--- src/rtl/gec_pkg.sv ---
package gec_pkg;

  // Array geometry
  localparam int MaxRows = 4;
  localparam int MaxCols = 16;
  localparam int MaxLen  = 2048;

  localparam int ColW = $clog2(MaxCols);
  localparam int PosW = $clog2(MaxLen);

  // Work queue between front and back; depth is a power of two
  localparam int QDepth = 2;
  localparam int QPtrW  = $clog2(QDepth);
  localparam int QCntW  = $clog2(QDepth + 1);

  // Register file
  localparam int CfgIdxW = 1;
  localparam logic [CfgIdxW-1:0] CFG_FIELD_POLY  = 1'b0;
  localparam logic [CfgIdxW-1:0] CFG_ROWS_IN_USE = 1'b1;

  localparam logic [7:0] FieldPolyReset = 8'd29;
  localparam logic [2:0] RowsInUseReset = 3'd4;

  // Opcodes on the input channel
  localparam logic [1:0] OP_LOAD = 2'd0;
  localparam logic [1:0] OP_DATA = 2'd1;
  localparam logic [1:0] OP_READ = 2'd2;

  typedef enum logic [1:0] {
    KIND_LOAD,
    KIND_DATA,
    KIND_READ
  } kind_e;

  typedef struct packed {
    logic [1:0]  opcode;
    logic [1:0]  row_index;
    logic [3:0]  packet_index;
    logic [10:0] byte_position;
    logic [7:0]  byte_value;
  } in_beat_t;

  typedef struct packed {
    logic [1:0]  out_row;
    logic [10:0] out_position;
    logic [7:0]  out_value;
  } out_beat_t;

  typedef struct packed {
    kind_e               kind;
    logic [MaxRows-1:0]  row_en;
    logic [1:0]          row;
    logic [ColW-1:0]     pkt;
    logic [PosW-1:0]     pos;
    logic [7:0]          val;
  } work_t;

  typedef struct packed {
    logic  valid;
    work_t work;
  } queue_head_t;

  // GF(256) product reduced by x^8 + poly
  function automatic logic [7:0] gf_mul(logic [7:0] a, logic [7:0] b, logic [7:0] poly);
    logic [7:0] prod;
    logic [7:0] aa;
    logic       carry;
    prod = 8'd0;
    aa   = a;
    for (int i = 0; i < 8; i++) begin
      if (b[i]) begin
        prod = prod ^ aa;
      end
      carry = aa[7];
      aa    = {aa[6:0], 1'b0};
      if (carry) begin
        aa = aa ^ poly;
      end
    end
    return prod;
  endfunction

endpackage

--- src/rtl/gec_front.sv ---
module gec_front (
  input  logic                clk_i,
  input  logic                rst_ni,
  input  logic                in_valid_i,
  output logic                in_stall_o,
  input  gec_pkg::in_beat_t   in_data_i,
  input  logic [2:0]          rows_in_use_i,
  input  logic                pop_i,
  output gec_pkg::queue_head_t head_o
);

  gec_pkg::work_t              work;
  logic                        keep;
  logic [2:0]                  active;
  logic                        push;
  logic                        full;

  gec_pkg::work_t              fifo_q [gec_pkg::QDepth];
  logic [gec_pkg::QPtrW-1:0]   wr_ptr_q, wr_ptr_d;
  logic [gec_pkg::QPtrW-1:0]   rd_ptr_q, rd_ptr_d;
  logic [gec_pkg::QCntW-1:0]   count_q, count_d;

  // Classify the beat; the unused opcode is dropped here
  always_comb begin
    active = (rows_in_use_i > 3'(gec_pkg::MaxRows)) ? 3'(gec_pkg::MaxRows) : rows_in_use_i;
    work.row_en = '0;
    for (int r = 0; r < gec_pkg::MaxRows; r++) begin
      work.row_en[r] = (active > 3'(r));
    end
    work.row = in_data_i.row_index;
    work.pkt = in_data_i.packet_index;
    work.pos = in_data_i.byte_position;
    work.val = in_data_i.byte_value;
    keep     = 1'b1;
    case (in_data_i.opcode)
      gec_pkg::OP_LOAD: work.kind = gec_pkg::KIND_LOAD;
      gec_pkg::OP_DATA: work.kind = gec_pkg::KIND_DATA;
      gec_pkg::OP_READ: work.kind = gec_pkg::KIND_READ;
      default: begin
        work.kind = gec_pkg::KIND_LOAD;
        keep      = 1'b0;
      end
    endcase
  end

  assign full       = (count_q == gec_pkg::QCntW'(gec_pkg::QDepth));
  assign in_stall_o = full;
  assign push       = in_valid_i && !full && keep;

  always_comb begin
    wr_ptr_d = push  ? wr_ptr_q + 1'b1 : wr_ptr_q;
    rd_ptr_d = pop_i ? rd_ptr_q + 1'b1 : rd_ptr_q;
    count_d  = count_q;
    if (push && !pop_i) begin
      count_d = count_q + 1'b1;
    end else if (!push && pop_i) begin
      count_d = count_q - 1'b1;
    end
  end

  always_ff @(posedge clk_i or negedge rst_ni) begin
    if (!rst_ni) begin
      wr_ptr_q <= '0;
      rd_ptr_q <= '0;
      count_q  <= '0;
    end else begin
      wr_ptr_q <= wr_ptr_d;
      rd_ptr_q <= rd_ptr_d;
      count_q  <= count_d;
    end
  end

  always_ff @(posedge clk_i) begin
    if (push) begin
      fifo_q[wr_ptr_q] <= work;
    end
  end

  assign head_o.valid = (count_q != '0);
  assign head_o.work  = fifo_q[rd_ptr_q];

endmodule

--- config.mk ---
export PLATFORM = sky130hd
export DESIGN_NAME = gec_front
export DESIGN_NICKNAME = d
export VERILOG_FILES = /design/src/rtl/gec_pkg.sv /design/src/rtl/gec_front.sv
export SDC_FILE = /design/constraint.sdc
export NUM_CORES = 1
export LEC_CHECK = 0
export BUFFER_PORTS_ARGS = -buffer_cell sky130_fd_sc_hd__buf_2
export CORE_AREA = 3 3 81 83
export CTS_CLUSTER_SIZE = 16
export DETAILED_ROUTE_END_ITERATION = 10
export DIE_AREA = 0 0 84 86
export PLACE_DENSITY = 0.72
export SKIP_CTS_REPAIR_TIMING = 1
export SYNTH_ARGS = -nofsm -noshare
export SYNTH_HDL_FRONTEND = slang
export SYNTH_SLANG_ARGS = --single-unit
--- constraint.sdc ---
create_clock -name clk_i -period 6.7 [get_ports clk_i]
set_clock_uncertainty 0.15 [all_clocks]
set_input_delay 1.34 -clock clk_i [delete_from_list [all_inputs] [get_ports clk_i]]
set_output_delay 1.34 -clock clk_i [all_outputs]
set_load 0.01 [all_outputs]
==> summary.md <==
| Metric | Value |
|---|---|
| Fin area | `3186 sq um` |
| Top Family by Delay on Critical Path | `flip-flops` |
| CP arrival | `1.93 ns` |
| #FFs+latches synth | `66` |
| H-tree depth | `3` |
| EDFF count, synth | `62` |
| Hold Fails Final Rpt | `0` |
| Share of cells above drive strength 1 | `58.29%` |
| Drt pass-1 iters | `3` |
| Worst hold path type | `flop to flop` |
| Post-synth top area share | `70.39%` |
| Antenna cells | `0` |
| Yosys warns | `0` |
| Cell Rows | `28` |
| CTS tree | `done` |
| Gp weighted congestion | `0.6816` |
| ANT nets after route | `0` |
| Yosys cell types | `19` |
| Worst Tran Pin Value | `1.008 ns` |
| Filler instances | `494` |
| Commonest non-fill, non-tap cell in the layout | `buf_2` |
| Drt wl/cell | `15.17 um` |
| Buf/Inv on CP | `1` |
| Routed met1 length | `1.790 mm` |
| Top area cells in the synthesized netlist | `edfxtp_1 (70%), mux2_4 (16%), dfrtp_1 (3.8%)` |
| Initial Util | `44.67%` |
| Slew Limit Fails | `0` |
| Synthesized instance count | `123` |
| Gr usage total | `12.46%` |
| Slowest CP cell | `dfrtp_2` |
| Unrepaired setup endpoints after global routing | `no` |
| Mapped cell area | `2645 sq um` |
| Finish-stage setup viols | `0` |
| Via density | `4.686` |
| Met2 WL | `1.926 mm` |
| Num Clock Sinks | `66` |
| CTS Buf Count | `9` |
| Total congestion overflow | `0` |
| Detailed-route via count | `1,284` |
| Min cycle time layout | `3.423 ns` |
| Reg area | `1963 sq um` |
| Post-synth ARST share | `6.061%` |
| Synthesized area per cell | `21.50 sq um` |
| IO Pins | `67` |
| Clk_lat worst skew | `0.33 ns` |
| Status | `finished, final reports clean` |
| Pin count of the biggest net entering global routing | `33` |
| Height of the die | `86 um` |
| WS Path Type | `flop to output port` |
| Initial DRC Count | `36` |
| Max Cap Viol | `0` |
| Power per cell area | `404.1 nW/um^2` |
| First-pass GRT wire length | `6.706 mm` |
| Fmax | `292.2 MHz` |
| Die area | `7224 sq um` |
| Final net count | `230` |
| PnR Total Power | `1.287 mW` |
| Initial antenna violation count | `0` |
| # DRC | `0` |
| Cell breakdown of the critical path | `mux2_2, buf_2` |
| CTS clk-pin slew, worst paths | `0.07 ns` |
| Worst Path Required | `5.21 ns` |
| Total core area | `5921 sq um` |
| CP endpoint kind | `output port` |
| Peak VDD IR | `0.1985 mV` |
| Crit start category | `flop` |
| Synth area leader | `edfxtp_1` |
| Max Buffers Root-to-Sink | `2` |
| Synth Flop Type | `edfxtp_1` |
| Syn nets | `158` |
| Root buffer cell | `clkbuf_8` |
| Die X | `84 um` |
| Multi-input logic area | `611.8 sq um` |
| Placed Area | `3010 sq um` |
| Port Buffer Count | `66` |
| Detail Placement HPWL | `2.650 mm` |
| Crit path max fanout | `32` |
| Static leakage | `1.296 nW` |
| Wire length on met3 | `345 um` |
| Seq/Total Area, Yosys | `74.17%` |
| Reg2Reg Setup Slack | `4.66 ns` |
| Post-Route WL | `4.157 mm` |
| Most frequent cells in the layout | `buf_2 (66), edfxtp_1 (62), mux2_4 (29)` |
| Uppermost layer routed | `met4` |
| Setup TNS | `0 ns` |
| Slew HR | `32.77%` |
| Syn-to-layout area delta | `20.44%` |
| Max stage delay on crit path | `1.03 ns` |
| Period utilization | `51.09%` |
| Vias in the first global route | `1,334` |
==> power by group <==
| group | switching [mW] | internal, mW | total, mW |
|---|---|---|---|
| combinational | 0.149 | 0.216 | 0.365 |
| clock | 0.134 | 0.167 | 0.301 |
| sequential | 0.0772 | 0.543 | 0.621 |
| total | 0.360 | 0.927 | 1.29 |
==> Yosys cell counts, drive strengths merged (2+ instances only) <==
| cell type | n |
|---|---|
| mux2 | 31 |
| inv | 3 |
| or2 | 2 |
| nor2b | 3 |
| xor2 | 3 |
| buf | 4 |
| xnor2 | 2 |
| dfrtp | 4 |
| edfxtp | 62 |
| nor2 | 3 |
==> routing by layer <==
layer	vias to the layer above	global-route usage, %
met5	-	0
met4	0	7.456
met3	10	4.419
met2	54	18.73
met1	608	15.55
li1	612	-
==> worst paths after layout <==
check,end,start,cells after the start
hold / removal,count_q[1]$_DFFE_PN0P_,count_q[1]$_DFFE_PN0P_,1
max in group asynchronous,rd_ptr_q$_DFFE_PN0P_,rst_ni,1
hold reg to reg,count_q[1]$_DFFE_PN0P_,count_q[1]$_DFFE_PN0P_,1
min in group asynchronous,count_q[1]$_DFFE_PN0P_,rst_ni,1
setup reg to reg,fifo_q[0][19]$_DFFE_PP_,count_q[1]$_DFFE_PN0P_,3
setup / recovery,head_o[4],rd_ptr_q$_DFFE_PN0P_,2
==> cell type report <==
class	instances	area share [%]
Timing Repair Buffer	66	10.37
Tap cell	75	2.946
Clock buffer	11	4.124
Sequential cell	66	61.63
Clock inverter	4	1.375
Multi-Input combinational cell	49	19.21
Inverter	3	0.3535
==> sequential cells by signal (all words and copies together) (netlist names) <==
register and count:
count_q 2, wr_ptr_q 1, fifo_q 62, rd_ptr_q 1
==> through the flow <==
step                      hold slack, ns  utilization (%)  std cells  worst slack, ns
final                             0.3357            53.80        274            3.277
after global routing              0.3829            53.80        274            3.174
after CTS                         0.3383            53.80        274            3.236
after detailed placement          0.3269            50.85        259            3.609
after global placement            0.3191            50.85        259            3.620
after floorplan                   0.2976                -        123            3.274
==> cell families after synthesis <==
kind of cell | synth area share (%)
DFF | 74.17
muxes | 17.31
and+or+nand+nor | 2.838
buffers and inverters | 3.264
xor gates and xnor gates | 1.656
AOI/OAI and AO/OA | 0.2839
adders and majority gates | 0.4730
(Power assumes the default switching activity.)
